**src/rtl/assert_macros.svh**
```systemverilog
// assertion macros shared by the rtl modules
`ifndef ASSERT_MACROS_SVH
`define ASSERT_MACROS_SVH

// property checked on every clock edge outside reset
`define ASSERT_CLK(name, prop) \
  name: assert property (@(posedge clk_i) disable iff (!rst_ni) prop) \
    else $error("assertion failed");

// condition that must never be seen outside reset
`define ASSERT_NEVER(name, cond) \
  name: assert property (@(posedge clk_i) disable iff (!rst_ni) !(cond)) \
    else $error("forbidden condition seen");

`endif

```
**src/rtl/mpfr_pkg.sv**
```systemverilog
// shared widths and constants of the median pressure fan regulator
package mpfr_pkg;

  // field widths
  localparam int unsigned RAW_W      = 16;
  localparam int unsigned SAMPLE_W   = 9;
  localparam int unsigned FREQ_W     = 16;
  localparam int unsigned SET_W      = 8;
  localparam int unsigned THR_W      = 8;
  localparam int unsigned QC_W       = 7;
  localparam int unsigned CFG_IDX_W  = 2;
  localparam int unsigned CFG_DATA_W = 16;

  // derived step widths: max_freq/100 fits 10 bits, times 127 fits 17 bits
  localparam int unsigned UNIT_W = 10;
  localparam int unsigned BIG_W  = 17;

  // scaled magnitude after divide by 240 stays at or below 136
  localparam int unsigned QUOT_W = 8;

  // divide by 240 as multiply by reciprocal, exact for magnitudes up to 32768
  localparam int unsigned      DIV240_SHIFT = 23;
  localparam logic [RAW_W-1:0] DIV240_MUL   = 16'd34953;

  // divide by 20 as multiply by reciprocal, exact for values up to 2584
  localparam int unsigned M19_W       = 12;
  localparam int unsigned DIV20_SHIFT = 16;
  localparam logic [11:0] DIV20_MUL   = 12'd3277;

  // divide by 100 as multiply by reciprocal, exact for 16-bit values
  localparam int unsigned DIV100_SHIFT = 23;
  localparam logic [16:0] DIV100_MUL   = 17'd83887;

  // percent scale: small decrease only when max_freq exceeds it
  localparam logic [FREQ_W-1:0] PCT_SCALE = 16'd100;

  // configuration seen by the command stage
  typedef struct packed {
    logic [SET_W-1:0]  setpoint;
    logic [FREQ_W-1:0] max_freq;
    logic [THR_W-1:0]  threshold;
    logic [UNIT_W-1:0] unit;
    logic [BIG_W-1:0]  big;
  } reg_cfg_t;

endpackage

```
**src/rtl/mpfr_if.sv**
```systemverilog
// valid/ready channels for sample items and result items

interface mpfr_in_if
  import mpfr_pkg::*;
();
  logic                    valid;
  logic                    ready;
  logic signed [RAW_W-1:0] raw_pressure;
  logic                    read_ok;
  logic [FREQ_W-1:0]       drive_frequency;

  modport source (output valid, raw_pressure, read_ok, drive_frequency, input ready);
  modport sink   (input valid, raw_pressure, read_ok, drive_frequency, output ready);
endinterface

interface mpfr_out_if
  import mpfr_pkg::*;
();
  logic                       valid;
  logic                       ready;
  logic signed [SAMPLE_W-1:0] median_pressure;
  logic [FREQ_W-1:0]          new_frequency;
  logic                       command_issued;
  logic                       at_target;

  modport source (output valid, median_pressure, new_frequency, command_issued,
                  at_target, input ready);
  modport sink   (input valid, median_pressure, new_frequency, command_issued,
                  at_target, output ready);
endinterface

```
**src/rtl/mpfr_front.sv**
```systemverilog
// front end: accepts samples, scales them, fills the batch and hands it off
`include "assert_macros.svh"

module mpfr_front
  import mpfr_pkg::*;
#(
  parameter int unsigned SAMPLES = 10
) (
  input  logic                                 clk_i,
  input  logic                                 rst_ni,
  mpfr_in_if.sink                              sample_i,
  input  logic                                 full_i,
  output logic                                 push_o,
  output logic [SAMPLES*SAMPLE_W+FREQ_W-1:0]   job_o
);

  localparam int unsigned CNT_W = $clog2(SAMPLES);

  // stage one registers
  logic              s1_valid_q;
  logic              s1_neg_q;
  logic [QUOT_W-1:0] s1_quot_q;
  logic [FREQ_W-1:0] s1_freq_q;

  // batch store and fill position
  logic [SAMPLES-1:0][SAMPLE_W-1:0] store_q;
  logic [CNT_W-1:0]                 cnt_q;

  logic signed [RAW_W-1:0]          raw_val;
  logic                             raw_neg;
  logic [RAW_W-1:0]                 raw_mag;
  logic [2*RAW_W-1:0]               prod240;
  logic [QUOT_W-1:0]                quot;
  logic [M19_W-1:0]                 m19;
  logic [M19_W+12-1:0]              prod20;
  logic [SAMPLE_W-1:0]              scaled_pos;
  logic [SAMPLE_W-1:0]              scaled;
  logic                             last;
  logic                             commit;
  logic                             in_ready;
  logic [SAMPLES-1:0][SAMPLE_W-1:0] batch;

  // magnitude divided by 240, truncated toward zero
  always_comb begin
    raw_val = sample_i.read_ok ? sample_i.raw_pressure : '0;
    raw_neg = raw_val[RAW_W-1];
    raw_mag = raw_neg ? (~raw_val + 1'b1) : raw_val;
    prod240 = raw_mag * DIV240_MUL;
    quot    = prod240[DIV240_SHIFT +: QUOT_W];
  end

  // times 19, divided by 20, sign restored
  always_comb begin
    m19 = {s1_quot_q, 4'b0} + {3'b0, s1_quot_q, 1'b0} + {4'b0, s1_quot_q};
    prod20 = m19 * DIV20_MUL;
    scaled_pos = {1'b0, prod20[DIV20_SHIFT +: QUOT_W]};
    scaled = s1_neg_q ? (~scaled_pos + 1'b1) : scaled_pos;
  end

  // the last sample of a batch waits for room in the queue
  assign last     = (cnt_q == CNT_W'(SAMPLES - 1));
  assign commit   = s1_valid_q && (!last || !full_i);
  assign in_ready = !s1_valid_q || commit;
  assign sample_i.ready = in_ready;
  assign push_o   = s1_valid_q && last && !full_i;

  // complete batch with the newest sample merged in
  always_comb begin
    for (int i = 0; i < SAMPLES; i++) begin
      batch[i] = (cnt_q == CNT_W'(i)) ? scaled : store_q[i];
    end
  end

  assign job_o = {s1_freq_q, batch};

  // control state
  always_ff @(posedge clk_i or negedge rst_ni) begin
    if (!rst_ni) begin
      s1_valid_q <= 1'b0;
      cnt_q      <= '0;
    end else begin
      if (in_ready) begin
        s1_valid_q <= sample_i.valid;
      end
      if (commit) begin
        cnt_q <= last ? '0 : cnt_q + 1'b1;
      end
    end
  end

  // payload
  always_ff @(posedge clk_i) begin
    if (in_ready && sample_i.valid) begin
      s1_neg_q  <= raw_neg;
      s1_quot_q <= quot;
      s1_freq_q <= sample_i.drive_frequency;
    end
    if (commit) begin
      store_q[cnt_q] <= scaled;
    end
  end

  `ASSERT_CLK(front_cnt_range, cnt_q <= CNT_W'(SAMPLES - 1))
  `ASSERT_CLK(front_hold, s1_valid_q && !in_ready |=> s1_valid_q && $stable(s1_quot_q))

endmodule

```
**src/rtl/mpfr_queue.sv**
```systemverilog
// two-entry queue of complete batches between front and back
`include "assert_macros.svh"

module mpfr_queue
  import mpfr_pkg::*;
#(
  parameter int unsigned WIDTH = 106
) (
  input  logic             clk_i,
  input  logic             rst_ni,
  input  logic             push_i,
  input  logic [WIDTH-1:0] data_i,
  output logic             full_o,
  input  logic             pop_i,
  output logic             valid_o,
  output logic [WIDTH-1:0] data_o
);

  localparam int unsigned DEPTH = 2;
  localparam int unsigned PTR_W = $clog2(DEPTH);
  localparam int unsigned CNT_W = $clog2(DEPTH + 1);

  logic [WIDTH-1:0] slot_q [DEPTH];
  logic [PTR_W-1:0] wr_ptr_q;
  logic [PTR_W-1:0] rd_ptr_q;
  logic [CNT_W-1:0] count_q;

  assign full_o  = (count_q == CNT_W'(DEPTH));
  assign valid_o = (count_q != '0);
  assign data_o  = slot_q[rd_ptr_q];

  // pointers and fill level
  always_ff @(posedge clk_i or negedge rst_ni) begin
    if (!rst_ni) begin
      wr_ptr_q <= '0;
      rd_ptr_q <= '0;
      count_q  <= '0;
    end else begin
      if (push_i) begin
        wr_ptr_q <= wr_ptr_q + 1'b1;
      end
      if (pop_i) begin
        rd_ptr_q <= rd_ptr_q + 1'b1;
      end
      priority if (push_i && !pop_i) begin
        count_q <= count_q + 1'b1;
      end else if (pop_i && !push_i) begin
        count_q <= count_q - 1'b1;
      end else begin
        count_q <= count_q;
      end
    end
  end

  // slot write
  always_ff @(posedge clk_i) begin
    if (push_i) begin
      slot_q[wr_ptr_q] <= data_i;
    end
  end

  `ASSERT_NEVER(queue_no_overflow, push_i && full_o)
  `ASSERT_CLK(queue_no_underflow, pop_i |-> valid_o)

endmodule

```
**src/rtl/mpfr_back.sv**
```systemverilog
// back end: median by rank count, then frequency command into the output register
`include "assert_macros.svh"

module mpfr_back
  import mpfr_pkg::*;
#(
  parameter int unsigned SAMPLES = 10
) (
  input  logic                               clk_i,
  input  logic                               rst_ni,
  input  logic                               job_valid_i,
  input  logic [SAMPLES*SAMPLE_W+FREQ_W-1:0] job_i,
  output logic                               pop_o,
  input  reg_cfg_t                           cfg_i,
  mpfr_out_if.source                         result_o
);

  localparam int unsigned RANK_W = $clog2(SAMPLES + 1);
  localparam int unsigned MID    = SAMPLES / 2;
  localparam int unsigned DIFF_W = 11;
  localparam int unsigned SUM_W  = 18;

  // median stage
  logic                       b1_valid_q;
  logic signed [SAMPLE_W-1:0] med_q;
  logic [FREQ_W-1:0]          freq_q;

  // output register
  logic                       out_valid_q;
  logic signed [SAMPLE_W-1:0] out_med_q;
  logic [FREQ_W-1:0]          out_freq_q;
  logic                       out_issued_q;
  logic                       out_at_q;

  logic signed [SAMPLE_W-1:0] smp [SAMPLES];
  logic [SAMPLES-1:0]         lt_m [SAMPLES];
  logic [SAMPLES-1:0]         le_m [SAMPLES];
  logic [RANK_W-1:0]          lt_cnt [SAMPLES];
  logic [RANK_W-1:0]          le_cnt [SAMPLES];
  logic [SAMPLE_W-1:0]        med_or;

  logic out_free;
  logic b1_adv;
  logic b1_load;

  logic signed [DIFF_W-1:0] tgt_s, med_s, thr_s, err_up, err_dn;
  logic                     below, above;
  logic [SUM_W-1:0]         sum_big, sum_unit;
  logic                     freq_ge_big;
  logic [FREQ_W-1:0]        dec_big;
  logic [FREQ_W-1:0]        small_val;
  logic [FREQ_W-1:0]        cmd;

  function automatic logic [FREQ_W-1:0] clamp_max(input logic [SUM_W-1:0] v,
                                                  input logic [FREQ_W-1:0] mx);
    clamp_max = (v > SUM_W'(mx)) ? mx : v[FREQ_W-1:0];
  endfunction

  // stage handshake
  assign out_free = !out_valid_q || result_o.ready;
  assign b1_adv   = b1_valid_q && out_free;
  assign b1_load  = !b1_valid_q || b1_adv;
  assign pop_o    = job_valid_i && b1_load;

  // pairwise rank: the median has at most MID smaller and more than MID not larger
  always_comb begin
    for (int i = 0; i < SAMPLES; i++) begin
      smp[i] = $signed(job_i[i*SAMPLE_W +: SAMPLE_W]);
    end
    for (int i = 0; i < SAMPLES; i++) begin
      for (int j = 0; j < SAMPLES; j++) begin
        lt_m[i][j] = smp[j] <  smp[i];
        le_m[i][j] = smp[j] <= smp[i];
      end
    end
    med_or = '0;
    for (int i = 0; i < SAMPLES; i++) begin
      lt_cnt[i] = RANK_W'($countones(lt_m[i]));
      le_cnt[i] = RANK_W'($countones(le_m[i]));
      // every matching element holds the same value
      if (lt_cnt[i] <= RANK_W'(MID) && le_cnt[i] > RANK_W'(MID)) begin
        med_or = med_or | smp[i];
      end
    end
  end

  // error against setpoint and step candidates
  always_comb begin
    tgt_s  = $signed({{(DIFF_W-SET_W){1'b0}}, cfg_i.setpoint});
    thr_s  = $signed({{(DIFF_W-THR_W){1'b0}}, cfg_i.threshold});
    med_s  = DIFF_W'(med_q);
    below  = med_s < tgt_s;
    above  = med_s > tgt_s;
    err_up = tgt_s - med_s;
    err_dn = med_s - tgt_s;

    sum_big     = SUM_W'(freq_q) + SUM_W'(cfg_i.big);
    sum_unit    = SUM_W'(freq_q) + SUM_W'(cfg_i.unit);
    freq_ge_big = BIG_W'(freq_q) >= cfg_i.big;
    dec_big     = freq_q - cfg_i.big[FREQ_W-1:0];

    // small decrease only when freq*100/max_freq stays below freq
    small_val = '0;
    if (freq_q != '0 && cfg_i.max_freq > PCT_SCALE) begin
      small_val = (freq_q >= FREQ_W'(cfg_i.unit)) ? (freq_q - FREQ_W'(cfg_i.unit)) : '0;
    end

    priority if (below) begin
      cmd = (err_up > thr_s) ? clamp_max(sum_big, cfg_i.max_freq)
                             : clamp_max(sum_unit, cfg_i.max_freq);
    end else if (above) begin
      cmd = (err_dn > thr_s && freq_ge_big) ? clamp_max(SUM_W'(dec_big), cfg_i.max_freq)
                                            : clamp_max(SUM_W'(small_val), cfg_i.max_freq);
    end else begin
      cmd = '0;
    end
  end

  // control state
  always_ff @(posedge clk_i or negedge rst_ni) begin
    if (!rst_ni) begin
      b1_valid_q  <= 1'b0;
      out_valid_q <= 1'b0;
    end else begin
      if (b1_load) begin
        b1_valid_q <= job_valid_i;
      end
      if (out_free) begin
        out_valid_q <= b1_valid_q;
      end
    end
  end

  // payload
  always_ff @(posedge clk_i) begin
    if (pop_o) begin
      med_q  <= med_or;
      freq_q <= job_i[SAMPLES*SAMPLE_W +: FREQ_W];
    end
    if (b1_adv) begin
      out_med_q    <= med_q;
      out_freq_q   <= cmd;
      out_issued_q <= below || above;
      out_at_q     <= !(below || above);
    end
  end

  assign result_o.valid           = out_valid_q;
  assign result_o.median_pressure = out_med_q;
  assign result_o.new_frequency   = out_freq_q;
  assign result_o.command_issued  = out_issued_q;
  assign result_o.at_target       = out_at_q;

  `ASSERT_CLK(back_at_target_idle, out_valid_q && out_at_q |-> !out_issued_q && out_freq_q == '0)
  `ASSERT_CLK(back_median_hold, b1_valid_q && !out_free |=> b1_valid_q && $stable(med_q))

endmodule

```
**src/rtl/median_pressure_fan_regulator.sv**
```systemverilog
// top level: configuration registers, front end, batch queue and back end
//
//   channel    dir  handshake          payload
//   sample_i   in   valid / ready      raw_pressure, read_ok, drive_frequency
//   result_o   out  valid / ready      median_pressure, new_frequency,
//                                      command_issued, at_target
//   cfg        in   cfg_we_i           cfg_idx_i, cfg_data_i
//
// one sample item per cycle, except that the last sample of a batch waits while the queue is full
// the last sample of a batch passes the scale stage, then the batch queue, the
// rank-count median stage and the output register before its result leaves
// reset clears the fill count, queue and valid flags and loads the register defaults
// the two-entry batch queue lets the front keep filling while results stall
// after a max_freq or quick_change write the derived steps settle via unit_q, then big_q

module median_pressure_fan_regulator
  import mpfr_pkg::*;
#(
  parameter int unsigned SAMPLES = 10
) (
  input  logic                  clk_i,
  input  logic                  rst_ni,
  input  logic                  cfg_we_i,
  input  logic [CFG_IDX_W-1:0]  cfg_idx_i,
  input  logic [CFG_DATA_W-1:0] cfg_data_i,
  mpfr_in_if.sink               sample_i,
  mpfr_out_if.source            result_o
);

  localparam int unsigned JOB_W = SAMPLES * SAMPLE_W + FREQ_W;

  localparam logic [SET_W-1:0]  SETPOINT_RST  = 8'd0;
  localparam logic [FREQ_W-1:0] MAX_FREQ_RST  = 16'd20000;
  localparam logic [THR_W-1:0]  THRESHOLD_RST = 8'd10;
  localparam logic [QC_W-1:0]   QUICK_RST     = 7'd10;
  localparam logic [UNIT_W-1:0] UNIT_RST      = 10'd200;
  localparam logic [BIG_W-1:0]  BIG_RST       = 17'd2000;

  typedef enum logic [CFG_IDX_W-1:0] {
    CFG_SETPOINT  = 2'd0,
    CFG_MAX_FREQ  = 2'd1,
    CFG_THRESHOLD = 2'd2,
    CFG_QUICK     = 2'd3
  } cfg_idx_e;

  logic [SET_W-1:0]  setpoint_q;
  logic [FREQ_W-1:0] max_freq_q;
  logic [THR_W-1:0]  threshold_q;
  logic [QC_W-1:0]   quick_q;
  logic [UNIT_W-1:0] unit_q;
  logic [BIG_W-1:0]  big_q;

  logic [FREQ_W+17-1:0] prod100;
  logic                 push;
  logic                 full;
  logic                 pop;
  logic                 job_valid;
  logic [JOB_W-1:0]     job_in;
  logic [JOB_W-1:0]     job_out;
  reg_cfg_t             cfg;

  // max_freq / 100 by reciprocal
  assign prod100 = max_freq_q * DIV100_MUL;

  // register writes and derived step sizes
  always_ff @(posedge clk_i or negedge rst_ni) begin
    if (!rst_ni) begin
      setpoint_q  <= SETPOINT_RST;
      max_freq_q  <= MAX_FREQ_RST;
      threshold_q <= THRESHOLD_RST;
      quick_q     <= QUICK_RST;
      unit_q      <= UNIT_RST;
      big_q       <= BIG_RST;
    end else begin
      if (cfg_we_i) begin
        unique case (cfg_idx_e'(cfg_idx_i))
          CFG_SETPOINT:  setpoint_q  <= cfg_data_i[SET_W-1:0];
          CFG_MAX_FREQ:  max_freq_q  <= cfg_data_i[FREQ_W-1:0];
          CFG_THRESHOLD: threshold_q <= cfg_data_i[THR_W-1:0];
          CFG_QUICK:     quick_q     <= cfg_data_i[QC_W-1:0];
          default:       ;
        endcase
      end
      unit_q <= prod100[DIV100_SHIFT +: UNIT_W];
      big_q  <= unit_q * quick_q;
    end
  end

  assign cfg = '{setpoint:  setpoint_q,
                 max_freq:  max_freq_q,
                 threshold: threshold_q,
                 unit:      unit_q,
                 big:       big_q};

  mpfr_front #(
    .SAMPLES (SAMPLES)
  ) u_front (
    .clk_i    (clk_i),
    .rst_ni   (rst_ni),
    .sample_i (sample_i),
    .full_i   (full),
    .push_o   (push),
    .job_o    (job_in)
  );

  mpfr_queue #(
    .WIDTH (JOB_W)
  ) u_queue (
    .clk_i   (clk_i),
    .rst_ni  (rst_ni),
    .push_i  (push),
    .data_i  (job_in),
    .full_o  (full),
    .pop_i   (pop),
    .valid_o (job_valid),
    .data_o  (job_out)
  );

  mpfr_back #(
    .SAMPLES (SAMPLES)
  ) u_back (
    .clk_i       (clk_i),
    .rst_ni      (rst_ni),
    .job_valid_i (job_valid),
    .job_i       (job_out),
    .pop_o       (pop),
    .cfg_i       (cfg),
    .result_o    (result_o)
  );

endmodule

```
**src/flat_wrapper.sv**
```systemverilog
// flat-port wrapper written by rule: the top's interface ports become plain ports
module median_pressure_fan_regulator_flat import mpfr_pkg::*;
#(
  parameter int unsigned SAMPLES = 10
)
  (clk_i, rst_ni, cfg_we_i, cfg_idx_i, cfg_data_i, sample_i_valid, sample_i_raw_pressure, sample_i_read_ok, sample_i_drive_frequency, sample_i_ready, result_o_valid, result_o_median_pressure, result_o_new_frequency, result_o_command_issued, result_o_at_target, result_o_ready);
  mpfr_in_if sample_i_i ();
  mpfr_out_if result_o_i ();
  input  logic clk_i;
  input  logic rst_ni;
  input  logic cfg_we_i;
  input  logic [CFG_IDX_W-1:0] cfg_idx_i;
  input  logic [CFG_DATA_W-1:0] cfg_data_i;
  input wire logic [$bits(sample_i_i.valid)-1:0] sample_i_valid;
  input wire logic [$bits(sample_i_i.raw_pressure)-1:0] sample_i_raw_pressure;
  input wire logic [$bits(sample_i_i.read_ok)-1:0] sample_i_read_ok;
  input wire logic [$bits(sample_i_i.drive_frequency)-1:0] sample_i_drive_frequency;
  output wire logic [$bits(sample_i_i.ready)-1:0] sample_i_ready;
  output wire logic [$bits(result_o_i.valid)-1:0] result_o_valid;
  output wire logic [$bits(result_o_i.median_pressure)-1:0] result_o_median_pressure;
  output wire logic [$bits(result_o_i.new_frequency)-1:0] result_o_new_frequency;
  output wire logic [$bits(result_o_i.command_issued)-1:0] result_o_command_issued;
  output wire logic [$bits(result_o_i.at_target)-1:0] result_o_at_target;
  input wire logic [$bits(result_o_i.ready)-1:0] result_o_ready;
  assign sample_i_i.valid = sample_i_valid;
  assign sample_i_i.raw_pressure = sample_i_raw_pressure;
  assign sample_i_i.read_ok = sample_i_read_ok;
  assign sample_i_i.drive_frequency = sample_i_drive_frequency;
  assign sample_i_ready = sample_i_i.ready;
  assign result_o_valid = result_o_i.valid;
  assign result_o_median_pressure = result_o_i.median_pressure;
  assign result_o_new_frequency = result_o_i.new_frequency;
  assign result_o_command_issued = result_o_i.command_issued;
  assign result_o_at_target = result_o_i.at_target;
  assign result_o_i.ready = result_o_ready;
  median_pressure_fan_regulator #(.SAMPLES(SAMPLES)) u_core (.clk_i(clk_i), .rst_ni(rst_ni), .cfg_we_i(cfg_we_i), .cfg_idx_i(cfg_idx_i), .cfg_data_i(cfg_data_i), .sample_i(sample_i_i), .result_o(result_o_i));
endmodule
```
**config.mk**
```make
export PLATFORM = sky130hd
export DESIGN_NAME = median_pressure_fan_regulator_flat
export DESIGN_NICKNAME = d
export VERILOG_FILES = /design/src/rtl/mpfr_pkg.sv /design/src/rtl/mpfr_if.sv /design/src/rtl/mpfr_front.sv /design/src/rtl/mpfr_queue.sv /design/src/rtl/mpfr_back.sv /design/src/rtl/median_pressure_fan_regulator.sv /design/src/flat_wrapper.sv
export VERILOG_INCLUDE_DIRS = /design/src /design/src/rtl
export SDC_FILE = /design/constraint.sdc
export NUM_CORES = 2
export LEC_CHECK = 0
export CAP_MARGIN = 10
export CORE_MARGIN = 10
export CORE_UTILIZATION = 25
export CTS_CLUSTER_DIAMETER = 50
export DETAILED_ROUTE_END_ITERATION = 10
export DONT_BUFFER_PORTS = 1
export PLACE_DENSITY = 0.42
export SYNTH_ARGS = -nofsm -noshare
export SYNTH_HDL_FRONTEND = slang
export SYNTH_SLANG_ARGS = --single-unit
export TNS_END_PERCENT = 5
```
**constraint.sdc**
```tcl
create_clock -name clk_i -period 8.57 [get_ports clk_i]
set_clock_uncertainty 0.1 [all_clocks]
set_input_delay 0.857 -clock clk_i [delete_from_list [all_inputs] [get_ports clk_i]]
set_output_delay 0.857 -clock clk_i [all_outputs]
set_load 0.005 [all_outputs]
```
* After elaboration in Yosys (flattened, before gate mapping)
Memory sizes are Yosys's and may differ from the RTL's.
Index checks and enable logic that the tools add are counted.
** Cells by class
- Add/sub/neg operators :: 195
- Multiply operators :: 4
- Divide/modulo/power cells :: 0
- $lt $le $gt $ge :: 233
- Equality and inequality tests :: 13
- Shifts and indexed selects :: 0
- Mux-type cells :: 41
- Bitwise operators :: 11
- Reduce and logical (&&, ||, !) cells :: 43
** Operators with widths (number)
- $lt A9 B9 Y1 :: 101
- $le A9 B9 Y1 :: 100
- $add A1 B1 Y2 :: 100
- $mux W9 :: 22
- $mux W16 :: 12
- $add A2 B2 Y3 :: 40
- $bwmux W90 :: 1
- $or A9 B9 Y9 :: 9
- $add A3 B3 Y4 :: 20
- $add A4 B2 Y4 :: 20
- $gt A4 B3 Y1 const B :: 10
- $le A4 B3 Y1 const B :: 10
- $demux W9 S4 :: 1
- $mul A16 B17 Y33 const B :: 1
- $gt A16 B16 Y1 :: 2
- $mul A16 B16 Y31 const B :: 1
- $mul A12 B12 Y24 const B :: 1
- $logic_and A1 B1 Y1 :: 21
- $gt A10 B9 Y1 :: 2
- $sub A9 B9 Y10 :: 2
- $add A16 B17 Y18 :: 1
- $gt A18 B16 Y1 :: 1
- $add A16 B10 Y17 :: 1
- $ge A16 B17 Y1 :: 1
- other kinds (35) :: 60
** Storage, ports and cells
- Flip-flop bits (word level) :: 244
- Latch bits :: 0
- RAM bits :: 212
- Memory bits (read-only) :: 0
- Word-level logic and storage cells :: 573
- Memories kept :: 1
** Memories
- u_core.u_queue.slot_q :: depth 2, width 106, rd ports 1, clocked after Yosys merged registers in 0, write ports 1, line mpfr_queue.sv:23 : logic [WIDTH-1:0] slot_q [DEPTH];

* Longest topological paths before layout
An unclocked memory read counts as a cell.
- Depth in word-level cells :: 27
- Gate-level depth with buffers :: 31
- Gate-level depth less buffers :: 29

* By module
A second synthesis with hierarchy kept.
** Second synthesis, totals
- Cell total of the unflattened synthesis :: 4874
- Area, all modules :: 50049.3 µm²
** By module, submodules not included
- mpfr_back :: times used 1, cells an instance 2526, area an instance 21759.6 µm²
- mpfr_front :: times used 1, cells an instance 1166, area an instance 11373.4 µm²
- median_pressure_fan_regulator :: times used 1, cells an instance 836, area an instance 8963.6 µm²
- mpfr_queue :: times used 1, cells an instance 346, area an instance 7952.6 µm²

* Worst setup path after synthesis
No wires, ideal clock.
- Path type :: reg-to-reg
- Start point :: reg u_core.u_front.s1_quot_q[1]
- End point :: reg u_core.u_front.store_q[13] (netlist name), data pin
- Library setup time :: 0.286 ns
- Arrival time :: 7.149 ns
- Required time :: 8.184 ns
- Setup slack :: 1.036 ns
- Stages on the path, launching flop included :: 29
- Period minus slack after synthesis :: 7.534 ns
- Path through :: edfxtp_1 ha_1 ha_1 inv_1 fa_1 inv_1 a21oi_1 o21ai_0 xor2_1 ha_1 fa_1 fa_1 fa_1 fa_1 ha_1 and2_1 o211ai_1 a31oi_1 o2111ai_1 and2_1 xnor2_1 inv_1 clkbuf_1 ha_1 o21ai_0 nand2_1 xor2_1 clkbuf_1 inv_1
** Between the ends
- Word-level cells in the longest chain between the ends :: 7
** Ends and longest elaborated chain
- from (decl) :: line mpfr_front.sv:22 : logic [QUOT_W-1:0] s1_quot_q;
- from (signal assigned) :: line mpfr_front.sv:95 : s1_quot_q <= quot;
- $add A12 B9 Y12 :: line mpfr_front.sv:54 : m19 = {s1_quot_q, 4'b0} + {3'b0, s1_quot_q, 1'b0} + {4'b0, s1_quot_q};
- $add A12 B8 Y12 (*) :: line mpfr_front.sv:54
- $mul A12 B12 Y24 (*) :: line mpfr_front.sv:55 : prod20 = m19 * DIV20_MUL;
- via u_core.u_front.prod20[16] :: line mpfr_front.sv:35 : logic [M19_W+12-1:0] prod20;
- $not A8 Y9 (*) :: line mpfr_front.sv:57 : scaled = s1_neg_q ? (~scaled_pos + 1'b1) : scaled_pos;
- $add A9 B1 Y9 (*) :: line mpfr_front.sv:57
- $mux W9 (*) :: line mpfr_front.sv:57
- via u_core.u_front.scaled[4] :: line mpfr_front.sv:37 : logic [SAMPLE_W-1:0] scaled;
- $bwmux W90 (*) :: line mpfr_front.sv:99 : store_q[cnt_q] <= scaled;
- to (signal, indexed assignment) :: line mpfr_front.sv:99
- to (decl) :: line mpfr_front.sv:26 : logic [SAMPLES-1:0][SAMPLE_W-1:0] store_q;
The timed path passes the listed nets; every way through them passes the cells marked *.
A chain may end at the register's enable or synchronous reset.

* Final worst setup path
- Start point :: reg u_core.u_front.s1_quot_q[1]
- End point :: reg u_core.u_front.store_q[26] (netlist name), data pin
** Between the ends
- Word-level cells in the longest chain between the ends :: 7
** Ends and longest elaborated chain (line)
- $add A12 B9 Y12 :: mpfr_front.sv:54
- $add A12 B8 Y12 (*) :: mpfr_front.sv:54
- $mul A12 B12 Y24 (*) :: mpfr_front.sv:55
- $not A8 Y9 (*) :: mpfr_front.sv:57
- $add A9 B1 Y9 (*) :: mpfr_front.sv:57
- $mux W9 (*) :: mpfr_front.sv:57
- via u_core.u_front.scaled[8] :: mpfr_front.sv:37
- $bwmux W90 (*) :: mpfr_front.sv:99
Marks and branches as above.

==> impl_metrics.csv <==
group,metric,value,unit
synth,ys_ff_latch,456,
synth,syn_nets,6011,
placement,gp_congestion,0.885,
placement,port_buffers,0,
critical_path,path_max_fanout,12,
die,die_area,213000,um^2
routing,vias_per_cell,4.87,
placement,place_hpwl,131000,um
run_status,outcome,"complete, no violations",
clock_tree,clk_latency,650,ps
synth,synth_ff_type,"edfxtp_1",
critical_path,timing.rr.end,"u_core.u_front.store_q[26]$_DFFE_PP_",
layout,final_cells,7322,
layout,layout.nets,6079,
placement,place.detailed.instances,7192,
critical_path,arrival,8340,ps
placement,dp_slack,476,ps
layout,diodes,0,
critical_path,worstPathRequired,8840,ps
synth,synthArstFlopShare,16.9,%
clock_tree,cts.sinks,456,
critical_path,worst-path-buf-inv,2,
timing,max-slew-margin-rel,14.3,%
critical_path,crit_path_end_kind,"register",
routing,wl,166000,um
routing,ant_nets,0,
die,pin_count,85,
synth,synth_edf_count,379,
clock_tree,cts_buffer_depth,3,
global_routing,grtUsageTotal,15.3,%
critical_path,cpMaxStageDelayCell,"or4_4",
worst_hold_path,min_to,"u_core.u_front.s1_freq_q[0]$_DFFE_PP_",
die,fp.dieW,461,um
global_routing,grt_pass1_vias,36200,
synth,yosys_warnings,0,
critical_path,reg2reg_slack,500,ps
clock_tree,clk_pin_slew,60,ps
routing,drc,0,
synth,postSynthAreaPerCell,10.4,um^2
clock_tree,post_cts.repair.setup_buffers,0,
clock_tree,post_cts_resized,0,
die,initial_core_util,25.2,%
routing,drt_iter0_markers,2510,
global_routing,grt_pass1_wl,243000,um
die,core_area,193000,um^2
placement,dpl_cell_area,52200,um^2
timing,min_period,8070,ps
worst_hold_path,hp-class,"in2reg",
clock_tree,cts_buffers,69,
critical_path,crit_family,"adder cells",
critical_path,max_stage_delay,590,ps
worst_hold_path,worstHoldStart,"sample_i_drive_frequency[0]",
layout,area_delta_synth_final,12.0,%
synth,synthCells,4672,
routing,via_count,35600,
critical_path,cp_common_cell,"fa_1",
worst_hold_path,hold_depth,0,
critical_path,path_cells,"ha_1, ha_1, inv_1, fa_1, inv_1, a21oi_1, o21ai_0, a21oi_1, o21bai_1, xor2_1, ha_1, fa_1, fa_1, fa_1, fa_1, ha_1, a211oi_1, o21ai_0, or4_4, nor3b_1, or4_4, nand2_2, nor3_2, nor2_1",
critical_path,crit_type,"reg2reg",
critical_path,rr_startpoint,"u_core.u_front.s1_quot_q[1]$_DFFE_PP_",
layout,design_area,54600,um^2
clock_tree,cts_tree,"built",
layout,drive_above_1_share,8.90,%
synth,synth.cell_area,48700,um^2
timing,tightestPinTransition,1290,ps
flow_run,cap_violations,0,
timing,setup_tns,0,ps
global_routing,grt_antenna_before_repair,6,
timing,max_freq,124,MHz
timing,maxSlewViolCount,0,
clock_tree,clockRootBuffer,"clkbuf_16",
timing,setup_ws,505,ps
timing,post-route-period-util,94.1,%
global_routing,gr-total-overflow,0,
routing,drt_pass1_iterations,11,
critical_path,worst-r2r-cell-count,24,
timing,finalSetupViolCount,0,
critical_path,start_kind,"register",
die,rows,161,
global_routing,grt_start_max_net_pins,78,
synth,synth_cell_types,88,
timing,rsz0062_at_grt,"no",
die,die_h,461,um
clock_tree,htree_levels,3,
synth,yosysSeqAreaShare,27.4,%
routing,detail_route.wl_per_cell,22.7,um
timing,hold_viol,0,
[Yosys cell counts, drive strengths merged, types with 11 or more instances]
cell type / n / area, um^2
ha: 979 / 12200
inv: 561 / 2110
edfxtp: 379 / 11400
fa: 304 / 6090
nand2: 287 / 1080
o21a: 223 / 1670
nor2: 218 / 818
o21ai: 194 / 1010
nor2b: 141 / 882
a21oi: 133 / 666
mux2: 130 / 1460
xnor2: 97 / 850
nand3: 80 / 400
nand4: 80 / 500
clkbuf: 75 / 283
nor3: 68 / 345
dfrtp: 59 / 1480
xor2: 47 / 412
nand2b: 46 / 288
o31ai: 44 / 350
a31oi: 41 / 263
a21o: 40 / 300
and2: 40 / 250
a211oi: 27 / 208
a221o: 26 / 260
buf: 25 / 140
o221ai: 24 / 210
or2: 24 / 150
mux2i: 19 / 190
or3: 19 / 119
a221oi: 18 / 170
and3: 18 / 113
dfstp: 18 / 473
o22ai: 18 / 113
a22oi: 16 / 125
nor4: 16 / 100
o31a: 12 / 105
a222oi: 11 / 110
[placed cells by master (no fill, tap or decap), types with 80 or more instances in the layout]
cell type,instances
nor2_1,217
o21a_1,223
nor2b_1,140
ha_1,979
xnor2_1,97
inv_1,559
nand4_1,80
nand2_1,286
mux2_2,130
fa_1,304
nand3_1,80
edfxtp_1,379
buf_4,94
o21ai_0,182
a21oi_1,133
[registers in the layout, indices dropped and copies added (netlist names), 2 cells and up]
register                                cells
u_core.u_queue.slot_q                     212
u_core.u_front.store_q                     90
u_core.big_q                               17
u_core.max_freq_q                          16
u_core.u_back.freq_q                       16
u_core.u_back.result_o.new_frequency       16
u_core.u_front.s1_freq_q                   16
u_core.unit_q                              10
u_core.u_back.med_q                         9
u_core.u_back.result_o.median_pressure      9
u_core.setpoint_q                           8
u_core.threshold_q                          8
u_core.u_front.s1_quot_q                    8
u_core.quick_q                              7
u_core.u_front.cnt_q                        4
u_core.u_queue.count_q                      2
[worst max-delay path by stage]
stage	startpoint	to	slack, ps	cells past startpoint
6_report	u_core.u_front.s1_quot_q[1]$_DFFE_PP_	u_core.u_front.store_q[26]$_DFFE_PP_	500	24
3_3_place_gp	u_core.u_front.s1_quot_q[1]$_DFFE_PP_	u_core.u_front.store_q[8]$_DFFE_PP_	540	24
5_1_grt	u_core.u_front.s1_quot_q[1]$_DFFE_PP_	u_core.u_front.store_q[26]$_DFFE_PP_	40	24
2_1_floorplan	u_core.u_front.s1_quot_q[1]$_DFFE_PP_	u_core.u_front.store_q[13]$_DFFE_PP_	1040	28
4_1_cts	u_core.u_front.s1_quot_q[1]$_DFFE_PP_	u_core.u_front.store_q[26]$_DFFE_PP_	420	24
3_5_place_dp	u_core.u_front.s1_quot_q[1]$_DFFE_PP_	u_core.u_front.store_q[8]$_DFFE_PP_	480	24
[layer usage]
| metal | vias up | track usage [%] | part of all wire, % |
|---|---|---|---|
| met4 | 4 | 3.96 | 2.9 |
| met2 | 890 | 25.8 | 47 |
| met3 | 258 | 2.61 | 4.8 |
| met1 | 17600 | 20.2 | 45 |
| met5 | - | 0.226 | 0.049 |
| li1 | 16900 | - | - |
[cell families (layout without fill, tap and decap cells)]
| kind of cell | Yosys count | in the layout | synth area share, % |
|---|---|---|---|
| adder cells (fa/ha/maj) | 1283 | 1283 | 37.6 |
| AO/OA/AOI/OAI | 905 | 905 | 12.8 |
| AND/OR/NAND/NOR | 1074 | 1074 | 11.0 |
| flip-flops | 456 | 456 | 27.4 |
| XOR/XNOR | 144 | 144 | 2.59 |
| multiplexers | 149 | 149 | 3.40 |
| buffers and inverters | 661 | 785 | 5.19 |
[area by class of cell]
class | instances | area [um^2]
clock buffer | 74 | 1750
clock inverter | 53 | 597
fill | 20100 | 139000
inverter | 561 | 2110
multi-input combinational | 3555 | 32900
sequential | 456 | 13300
tap | 2526 | 3160
timing repair buffer | 97 | 751
[metrics by stage]
| stage | util, % | hold WS [ps] |
|---|---|---|
| floorplan | - | 321 |
| detailed placement | 27.0 | 329 |
| CTS | 28.2 | 138 |
| finish | 28.2 | 199 |
| global placement | 27.0 | 324 |
| global route | 28.2 | 141 |
[what timing repair did]
item                                    4_1_cts  5_1_grt
hold buffers                                  2        0
endpoints found under the setup margin        0        0
endpoints found under the hold margin        77        0
Power is not shown: default switching activity piles up to over one toggle a cycle in this logic, so the estimate is an artifact.
